`src/rtl/glyph_mask_store_assert.svh`:
```
// Assertion macros for the glyph mask store.
// Each check runs on clk and is held off while arst_n is low.
`ifndef GLYPH_MASK_STORE_ASSERT_SVH
`define GLYPH_MASK_STORE_ASSERT_SVH

// Same-cycle implication.
`define GMS_ASSERT_NOW(label, ante, cons, msg) \
	label: assert property (@(posedge clk) disable iff (!arst_n) (ante) |-> (cons)) \
		else $error(msg);

// Next-cycle implication.
`define GMS_ASSERT_NEXT(label, ante, cons, msg) \
	label: assert property (@(posedge clk) disable iff (!arst_n) (ante) |=> (cons)) \
		else $error(msg);

`endif

```
`src/rtl/gms_pkg.sv`:
```
`timescale 1ns / 1ps
package gms_pkg;

	// Default store geometry
	localparam int DEF_MAX_GLYPHS = 128;
	localparam int DEF_MAX_CELL_W = 8;
	localparam int DEF_MAX_CELL_H = 8;

	// Field widths
	localparam int COORD_W    = 10;
	localparam int COLOUR_W   = 8;
	localparam int CODE_W     = 8;
	localparam int GPOS_W     = 3;
	localparam int CELL_OUT_W = 7;
	localparam int GRID_W     = 8;
	localparam int CSZ_W      = 4;
	localparam int CFG_IDX_W  = 3;
	localparam int CFG_DATA_W = 8;

	// Cell count saturates at MAX_GLYPHS (128 by default); cell indices are 8 bits wide
	localparam int CNT_W  = 9;
	localparam int CELL_W = 8;

	// Divider operand widths
	localparam int DIV_NUM_W = COORD_W;
	localparam int DIV_DEN_W = GRID_W;

	// Luma weights, per mille
	localparam int LUMA_R   = 299;
	localparam int LUMA_G   = 587;
	localparam int LUMA_B   = 114;
	localparam int LUMA_DIV = 1000;
	localparam int INK_LUMA = 128;
	localparam int LUMA_W   = 18;
	localparam int INK_SUM  = INK_LUMA * LUMA_DIV;

	// Register indexes
	localparam logic [CFG_IDX_W-1:0] REG_GRID_COLUMNS = 3'd0;
	localparam logic [CFG_IDX_W-1:0] REG_GRID_ROWS    = 3'd1;
	localparam logic [CFG_IDX_W-1:0] REG_CELL_WIDTH   = 3'd2;
	localparam logic [CFG_IDX_W-1:0] REG_CELL_HEIGHT  = 3'd3;
	localparam logic [CFG_IDX_W-1:0] REG_FIRST_CODE   = 3'd4;

	// Register reset values
	localparam logic [GRID_W-1:0] RST_GRID_COLUMNS = 8'd16;
	localparam logic [GRID_W-1:0] RST_GRID_ROWS    = 8'd6;
	localparam logic [CSZ_W-1:0]  RST_CELL_WIDTH   = 4'd8;
	localparam logic [CSZ_W-1:0]  RST_CELL_HEIGHT  = 4'd8;
	localparam logic [CODE_W-1:0] RST_FIRST_CODE   = 8'd32;

	// Opcodes
	localparam logic OP_LOAD   = 1'b0;
	localparam logic OP_LOOKUP = 1'b1;

	typedef enum logic [1:0] {
		DIV_X,
		DIV_Y,
		DIV_C
	} div_sel_t;

	typedef enum logic [1:0] {
		OUT_ERR,
		OUT_LOAD,
		OUT_LOOK_ERR,
		OUT_LOOK
	} out_sel_t;

	typedef struct packed {
		logic     capture;
		logic     calc_count;
		logic     map_cell;
		logic     div_start;
		div_sel_t div_sel;
		logic     calc_rect;
		logic     take_cell;
		logic     mem_clr;
		logic     mem_wr;
		logic     mem_rd;
		logic     load_out;
		out_sel_t out_sel;
	} gms_cmd_t;

	typedef struct packed {
		logic cfg_ok;
		logic is_lookup;
		logic div_done;
		logic range_err;
		logic cell_err;
		logic glyph_err;
		logic clear_last;
	} gms_stat_t;

endpackage

```
`src/rtl/gms_ctrl.sv`:
```
`timescale 1ns / 1ps
module gms_ctrl
	import gms_pkg::*;
(
	input  logic      clk,
	input  logic      arst_n,
	input  logic      in_valid,
	output logic      in_ready,
	output logic      out_valid,
	input  logic      out_ready,
	input  gms_stat_t stat,
	output gms_cmd_t  cmd
);

	typedef enum logic [3:0] {
		S_CLEAR,
		S_IDLE,
		S_PREP,
		S_MAP,
		S_DX_GO,
		S_DX_WAIT,
		S_DY_GO,
		S_DY_WAIT,
		S_DC_GO,
		S_DC_WAIT,
		S_RECT,
		S_CHK,
		S_WRITE,
		S_READ,
		S_FIN
	} state_t;

	state_t   state_q;
	out_sel_t sel_q;
	logic     out_valid_q;
	logic     out_free;

	assign out_free = !out_valid_q || out_ready;

	always_ff @(posedge clk or negedge arst_n) begin
		if (!arst_n) begin
			state_q     <= S_CLEAR;
			sel_q       <= OUT_ERR;
			out_valid_q <= 1'b0;
		end else begin
			if (cmd.load_out) begin
				out_valid_q <= 1'b1;
			end else if (out_ready) begin
				out_valid_q <= 1'b0;
			end
			unique case (state_q)
				S_CLEAR: begin
					if (stat.clear_last) begin
						state_q <= S_IDLE;
					end
				end
				S_IDLE: begin
					if (in_valid) begin
						state_q <= S_PREP;
					end
				end
				S_PREP: begin
					if (!stat.cfg_ok) begin
						sel_q   <= OUT_ERR;
						state_q <= S_FIN;
					end else if (stat.is_lookup) begin
						state_q <= S_MAP;
					end else begin
						state_q <= S_DX_GO;
					end
				end
				S_MAP:     state_q <= S_DC_GO;
				S_DX_GO:   state_q <= S_DX_WAIT;
				S_DX_WAIT: begin
					if (stat.div_done) begin
						state_q <= S_DY_GO;
					end
				end
				S_DY_GO:   state_q <= S_DY_WAIT;
				S_DY_WAIT: begin
					if (stat.div_done) begin
						state_q <= S_RECT;
					end
				end
				S_DC_GO:   state_q <= S_DC_WAIT;
				S_DC_WAIT: begin
					if (stat.div_done) begin
						state_q <= S_RECT;
					end
				end
				S_RECT: begin
					if (stat.is_lookup) begin
						if (stat.glyph_err) begin
							sel_q   <= OUT_LOOK_ERR;
							state_q <= S_FIN;
						end else begin
							state_q <= S_READ;
						end
					end else if (stat.range_err) begin
						sel_q   <= OUT_ERR;
						state_q <= S_FIN;
					end else begin
						state_q <= S_CHK;
					end
				end
				S_CHK: begin
					if (stat.cell_err) begin
						sel_q   <= OUT_ERR;
						state_q <= S_FIN;
					end else begin
						state_q <= S_WRITE;
					end
				end
				S_WRITE: begin
					sel_q   <= OUT_LOAD;
					state_q <= S_FIN;
				end
				S_READ: begin
					sel_q   <= OUT_LOOK;
					state_q <= S_FIN;
				end
				S_FIN: begin
					// hold the result until the output register frees up
					if (out_free) begin
						state_q <= S_IDLE;
					end
				end
				default: state_q <= S_CLEAR;
			endcase
		end
	end

	always_comb begin
		cmd            = '0;
		cmd.div_sel    = DIV_X;
		cmd.out_sel    = sel_q;
		cmd.capture    = (state_q == S_IDLE) && in_valid;
		cmd.calc_count = (state_q == S_PREP);
		cmd.map_cell   = (state_q == S_MAP);
		cmd.div_start  = (state_q == S_DX_GO) || (state_q == S_DY_GO)
			|| (state_q == S_DC_GO);
		if ((state_q == S_DY_GO) || (state_q == S_DY_WAIT)) begin
			cmd.div_sel = DIV_Y;
		end else if ((state_q == S_DC_GO) || (state_q == S_DC_WAIT)) begin
			cmd.div_sel = DIV_C;
		end
		cmd.calc_rect  = (state_q == S_RECT);
		cmd.take_cell  = (state_q == S_CHK);
		cmd.mem_clr    = (state_q == S_CLEAR);
		cmd.mem_wr     = (state_q == S_WRITE);
		cmd.mem_rd     = (state_q == S_READ);
		cmd.load_out   = (state_q == S_FIN) && out_free;
	end

	assign in_ready  = (state_q == S_IDLE);
	assign out_valid = out_valid_q;

endmodule

```
`config.mk`:
```
export PLATFORM = sky130hd
export DESIGN_NAME = gms_ctrl
export DESIGN_NICKNAME = d
export VERILOG_FILES = /design/src/rtl/glyph_mask_store_assert.svh /design/src/rtl/gms_pkg.sv /design/src/rtl/gms_ctrl.sv
export SDC_FILE = /design/constraint.sdc
export NUM_CORES = 1
export LEC_CHECK = 0
export BUFFER_PORTS_ARGS = -buffer_cell sky130_fd_sc_hd__buf_2
export CAP_MARGIN = 40
export CORE_MARGIN = 4
export CORE_UTILIZATION = 46
export CTS_BUF_LIST = sky130_fd_sc_hd__clkbuf_16
export DETAILED_ROUTE_END_ITERATION = 6
export HOLD_SLACK_MARGIN = 0.05
export PLACE_DENSITY = 0.77
export SYNTH_ARGS = -nofsm -noshare
export SYNTH_HDL_FRONTEND = slang
export SYNTH_SLANG_ARGS = --single-unit
```
`constraint.sdc`:
```
create_clock -name clk -period 1.6 [get_ports clk]
set_input_delay 0.08 -clock clk [delete_from_list [all_inputs] [get_ports clk]]
set_output_delay 0.08 -clock clk [all_outputs]
set_load 0.1 [all_outputs]
```
==> results of run 1 <==
cells by family after synthesis:
kind of cell	count (synthesis)	synth area share, %
simple gates	45	35.7
compound gates	19	21.2
buf+inv	9	7.91
flops	7	27.0
mux	5	8.11
synthesized netlist by cell type, types with 2 or more instances:
cell       n
dfrtp_1    7
buf_2      2
nor2_1    17
nand2_1    7
inv_1      4
nor2b_1    4
and3_1     2
nand2b_1   6
o21ai_0    3
a21oi_1    3
o22ai_1    2
buf_6      2
nand3_1    2
mux2_1     2
mux2i_1    3
metrics by stage:
step	worst slack [ns]	instances	utilization (%)	instance area [um^2]	TNS [ns]
floorplan	-0.553	85	-	709	-2.71
global placement	0.0388	133	84.0	1110	0
detailed placement	-0.0663	133	84.0	1110	-0.0830
CTS	0.000108	142	94.0	1240	0
what timing repair did:
item,4_1_cts
hold endpoints to repair,7
endpoints found under the setup margin,12
hold buffers,1
setup buffers,4
pin swaps,1
resized for setup,7
==> results.ini, run 1 <==
[status]
outcome = aborted with a tool error
haltStage = global routing
error_line = [ERROR DPL-0038] Utilization greater than 100%, impossible to legalize

[synth]
synthFlopType = dfrtp_1
synth_warnings = 0
avgSynthCellArea_um2 = 7.62
postSynthCellCount = 85
synth-seq-cells = 7
netlist_area_um2 = 648
ys_seq_area_share_pct = 27.0
yosysTopAreaCellShare_pct = 27.0
syn-num-nets = 96
synth_top_area_cell = dfrtp_1
synth_cell_types = 34
async_reset_ff_share_pct = 100
synth_edf_count = 0
synthTopCellsByArea = dfrtp_1, nor2_1, nand2b_1, mux2i_1, nand2_1

[placement]
dp_hpwl_um = 1530
gp_congestion = 0.850
port_buffers = 26

[cts]
clockBufferDepth = 2
clock_sinks = 7
cts_buffers = 3
clockRootBuffer = clkbuf_16
cts_max_level = 1

[floorplanning]
die_h_um = 45.5
ioPinCount = 27
die_x_um = 45.5
rows = 13
initial_core_util_pct = 49.2

[global_routing]
grt_max_degree = 11

[timing]
crit_endpoint = state_q[1]$_DFFE_PN0P_/D
worstEndpointType = register data pin

==> run 2: changes to the inputs <==
CORE_AREA = 4 4 65 67   (was not set)
CORE_MARGIN = not set   (was 4)
CORE_UTILIZATION = not set   (was 46)
CTS_BUF_LIST = not set   (was sky130_fd_sc_hd__clkbuf_16)
DIE_AREA = 0 0 69 71   (was not set)
HOLD_SLACK_MARGIN = not set   (was 0.05)
PLACE_DENSITY = not set   (was 0.77)
PLACE_DENSITY_LB_ADDON = 0.15   (was not set)
==> run 2 against run 1 <==
  * The flow now finishes without violations
  * Synthesized cell count unchanged
  * Area after synthesis unchanged
==> results.ini, run 2 <==
[cts]
cts_tree = yes
clockRootBuffer = clkbuf_8
clock_sinks = 7  ; unchanged
cts_max_level = 1  ; unchanged
insertion_delay_ns = 0.23
cts.reportedPaths.clkPinSlew_ns = 0.04
clockBufferDepth = 2  ; unchanged
cts_buffers = 3  ; unchanged

[finish]
area_delta_synth_final_pct = 108
largest_register = state_q
largest_reg_flops = 4
fin_util_pct = 37.2
layout_common_cells = buf_4, buf_12, buf_2
final_common_cell = buf_4
diodes = 0
drive_above_1_share_pct = 57.8
final_nets = 147

[worst_setup_path]
cp_max_fo = 7
crit_arrival_ns = 1.44
cp-start-kind = flop
r2r-end = state_q[0]
ff2ff_setup_slack_ns = 0.09
timing.rr.start = state_q[3]
required_ns = 1.52
critPathKind = flop to output pin
critPathLaunch = state_q[2]
worstRegToRegCells = 6
critPathCaptureType = output pin

[detailed_routing]
via_per_inst = 4.33
remaining_drc_errors = 0
wl_um = 2080
wire_per_inst_um = 11.3
antenna_left = 0
vias = 793
drt_iter0_markers = 20
firstDrtPassIters = 4

[synth]
synth_warnings = 0  ; unchanged
ys_seq_area_share_pct = 27.0  ; unchanged
netlist_area_um2 = 648  ; unchanged
yosysTopAreaCellShare_pct = 27.0  ; unchanged
syn-num-nets = 96  ; unchanged
async_reset_ff_share_pct = 100  ; unchanged
synth_most_common_cell = nor2_1
synthFlopType = dfrtp_1
synth_top_area_cell = dfrtp_1
avgSynthCellArea_um2 = 7.62  ; unchanged
synth_commonest_cells = nor2_1, dfrtp_1, nand2_1
synth_cell_types = 34  ; unchanged
postSynthCellCount = 85  ; unchanged
synthTopCellsByArea = dfrtp_1, nor2_1, nand2b_1, mux2i_1, nand2_1
synth_edf_count = 0  ; unchanged
synth-seq-cells = 7  ; unchanged

[timing]
finalClockSkew_ns = 0.00180
fin_tns_setup_ns = 0
setup_ws_ns = 0.0783
final-max-slew-violation-count = 0
layout_min_cycle_time_ns = 1.52
final-hold-violation-count = 0
fmax_mhz = 657
slew-limit-headroom_pct = 67.9
setup_viol = 0
worst_pin_slew_ns = 0.484
finalCritPeriodShare_pct = 95.1

[global_routing]
grt_pass1_vias = 802
grt_pass1_wl_um = 3680
grt_max_degree = 14
grt_usage_pct = 9.05
grt_overflow = 0
antenna_found_initial = 0

[placement]
port_buffers = 26  ; unchanged
gp_congestion = 0.777  ; -8.6%
pre_cts_slack_ns = -0.0760  ; -0.00966 ns
dp_hpwl_um = 1740  ; +14%

[floorplanning]
initial_core_util_pct = 17.8  ; -31 points
die_x_um = 69  ; +52%
core_area_mm2 = 0.00363
ioPinCount = 27  ; unchanged
rows = 22  ; +9
dieArea_mm2 = 0.00490
die_h_um = 71  ; +56%

[job]
maxCapViolations = 0

[min_path]
hp-class = primary input to flop
min_to = out_valid
whs_path_depth = 3
worstHoldStart = out_ready

[status]
outcome = completed

run 2: cell counts after synthesis:
No cell type changed its count.
run 2: cells by family (layout without fill, tap and decap cells):
| group | count (synthesis) | count (layout) | share of synthesized area (%) |
|---|---|---|---|
| muxes | 5 | 5 | 8.11 |
| AOI/OAI and AO/OA | 19 | 19 | 21.2 |
| DFF | 7 | 7 | 27.0 |
| buffers and inverters | 9 | 59 | 7.91 |
| and+or+nand+nor | 45 | 45 | 35.7 |
run 2: how the worst max path moves through the flow:
stage                            end  slack (ns)  cells past startpoint
after global routing         cmd[12]     -0.0003                      5
after detailed placement  state_q[0]       -0.08                      5
after global placement    state_q[0]        -0.1                      5
after floorplan           state_q[0]       -0.55                      4
after CTS                    cmd[12]        0.02                      5
final                         cmd[9]        0.08                      5
run 2: cell type report:
type                       instances  area [um^2]
multi-input combinational         69          510
fill                             408         2280
inverter                           4         15.0
timing repair buffer              51          539
sequential                         7          180
clock buffer                       4         45.0
tap                               48         60.1
run 2: repair_timing:
action	CTS	global route
gates resized for setup	9	7
endpoints found under the hold margin	7	0
setup buffers	8	0
setup endpoints to repair	10	7
cloned	0	0
pin swaps	1	4
hold buffers	1	0
run 2: critical path: stages, from the launching register on:
cell and delay [ns]:
dfrtp_2 0.44, nand2b_1 0.17, buf_4 0.14, buf_4 0.15, nor2_2 0.13, buf_12 0.19
run 2: layer usage:
layer	track usage (%)	share of wire, %	up-vias
met3	1.99	3.3	4
li1	-	-	399
met1	10.7	41	375
met2	15.8	54	15
met5	0	0	-
met4	3.90	0.96	0
run 2: stage by stage:
stage | cells | hold slack (ns) | cell area [um^2]
global route | 183 | 0.223 | 1350
finish | 183 | 0.187 | 1350
CTS | 184 | 0.196 | 1330
floorplan | 85 | -0.216 | 709
global placement | 172 | -0.0735 | 1210
detailed placement | 172 | -0.0753 | 1210
Power of run 2 is not shown: default switching activity piles up to over one toggle a cycle in this logic, so the estimate is an artifact.
==> run 3: changes to the inputs <==
PLACE_DENSITY = 0.48   (was not set)
PLACE_DENSITY_LB_ADDON = not set   (was 0.15)
SLEW_MARGIN = 15   (was not set)
==> run 3 against run 2 <==
  * Hold slack better by 0.0011 ns
  * Sequential share of layout area down 0.098 points
  * Critical path depth is 1 higher
  * Flip-flop and latch count unchanged
  * Non-clock buffer count fell by 2
  * Critical endpoint is now cmd[13]
  * Highest routed layer is now met3
==> results.ini, run 3 (same netlist as run 2, synthesis figures left out) <==
[status]
outcome = completed

[detailed_routing]
remaining_drc_errors = 0  ; unchanged
vias = 794  ; +0.13%
wl_um = 2140  ; +3.2%
drt_iter0_markers = 20  ; unchanged
firstDrtPassIters = 4  ; unchanged
wire_per_inst_um = 11.8  ; +4.4%
via_per_inst = 4.39  ; +1.2%
antenna_left = 0  ; unchanged

[timing]
fmax_mhz = 632  ; -3.9%
rsz0062_at_grt = true
final-max-slew-violation-count = 0  ; unchanged
final-hold-violation-count = 0  ; unchanged
finalClockSkew_ns = 0.00640  ; +0.00461 ns
worst_pin_slew_ns = 0.484  ; -0.000528 ns
slew-limit-headroom_pct = 68.0  ; about the same
fin_hold_ws_ns = 0.188  ; +0.00109 ns
finalCritPeriodShare_pct = 98.9  ; +3.8 points
layout_min_cycle_time_ns = 1.58  ; +0.0611 ns
setup_viol = 0  ; unchanged

[cts]
clock_sinks = 7  ; unchanged
insertion_delay_ns = 0.23  ; about the same
cts_max_level = 1  ; unchanged
cts_buffers = 3  ; unchanged
cts.reportedPaths.clkPinSlew_ns = 0.04  ; about the same
clockBufferDepth = 2  ; unchanged
cts_tree = yes
clockRootBuffer = clkbuf_8

[finish]
drive_above_1_share_pct = 57.1  ; -0.63 points
diodes = 0  ; unchanged
final_common_cell = buf_4
nFillCells = 381  ; -6.6%
final_cells = 181  ; -1.1%
largest_reg_flops = 4  ; unchanged
final_area_mm2 = 0.00136  ; +0.74%
fin_util_pct = 37.4  ; +0.28 points
final_nets = 145  ; -1.4%
layout_common_cells = buf_4, buf_12, buf_2
largest_register = state_q
area_delta_synth_final_pct = 110

[floorplanning]
ioPinCount = 27  ; unchanged
die_x_um = 69  ; unchanged
dieArea_mm2 = 0.00490  ; unchanged
initial_core_util_pct = 17.8  ; unchanged
die_h_um = 71  ; unchanged
core_area_mm2 = 0.00363  ; unchanged
rows = 22  ; unchanged

[worst_setup_path]
required_ns = 1.52  ; about the same
critPathCaptureType = output pin
cpMostUsedCell = buf_6
cp_max_fo = 5  ; -2
cp_slowest_cell = dfrtp_1
max_stage_delay_ns = 0.38  ; -0.06 ns
critPathKind = flop to output pin
crit_arrival_ns = 1.50  ; +0.06 ns
worstPathCellList = buf_6 -> or2_4 -> buf_6 -> nor2_4 -> and2_4 -> buf_12
cp-start-kind = flop

[placement]
dp_cells = 172  ; unchanged
postPlaceCellArea_mm2 = 0.00121  ; unchanged
port_buffers = 26  ; unchanged
dp_hpwl_um = 1720  ; -1.3%
gp_congestion = 0.822  ; +5.7%

[global_routing]
grt_pass1_vias = 771  ; -3.9%
grt_usage_pct = 8.50  ; -0.56 points
grt_max_degree = 14  ; unchanged
grt_pass1_wl_um = 3530  ; -4.1%
grt_overflow = 0  ; unchanged
antenna_found_initial = 0  ; unchanged

[min_path]
hp-class = primary input to flop

[job]
maxCapViolations = 0  ; unchanged

==> run 3: cell types whose count changed in the layout (fill, tap and decap cells not counted) <==
cell / before / now
and3_1: 2 / 1
nor2_2: 5 / 4
nand2_2: 2 / 0
nor2b_4: 1 / 2
a21boi_4: 0 / 1
nand2_1: 5 / 7
a21boi_2: 1 / 0
nor2b_2: 1 / 0
and3_4: 0 / 1
buf_4: 20 / 18
nor2_1: 8 / 7
nor2_4: 4 / 6
==> run 3: repair_timing <==
item | in CTS | in global routing
resized for setup | 6 | 16
hold buffers | 1 | 0
setup endpoints to repair | 4 | 11
endpoints found under the hold margin | 7 | 0
setup buffers | 2 | 2
pin swaps | 2 | 4
==> run 3: worst paths after layout <==
| check | endpoint | cells after the start | slack (ns) | startpoint |
|---|---|---|---|---|
| min in group asynchronous | sel_q[1] | 2 | 0.22 | arst_n |
| max in group asynchronous | state_q[3] | 2 | 1.20 | arst_n |
| max | cmd[13] | 6 | 0.02 | state_q[2] |
| max reg2reg | state_q[0] | 7 | 0.05 | state_q[2] |
| min reg2reg | out_valid | 2 | 0.56 | out_valid |
| min | out_valid | 3 | 0.19 | out_ready |
==> run 3: worst max-delay path: cells and delay by family (launching register included) <==
family | cells | cell delay (ns)
buffers and inverters | 3 | 0.42
flip-flops | 1 | 0.38
AND/OR/NAND/NOR | 3 | 0.46
==> run 3: layout make-up <==
type,count,area (um^2),area share [%]
clock buffers,4,45.0,3.31
inverters,4,15.0,1.10
multi-input cells,69,536,39.4
flip-flops and latches,7,180,13.2
well taps,48,60.1,4.42
repair buffers,49,524,38.5
==> run 3: stage by stage <==
step | setup WS, ns | TNS (ns)
2_1_floorplan | -0.553 | -2.71
3_3_place_gp | 0.0266 | 0
3_5_place_dp | 0.0425 | 0
4_1_cts | -0.00300 | -0.00300
5_1_grt | -0.0378 | -0.122
6_report | 0.0172 | 0
==> run 3: metal layers <==
layer	GRT usage [%]	part of all wire, %	vias to the layer above	wire length, um
li1	-	-	394	-
met1	10.1	44	382	935
met2	15.3	53	18	1130
met3	2.70	3.8	0	82
met4	1.30	0	0	0
met5	0	0	-	0
Power of run 3 is left out for the same reason.
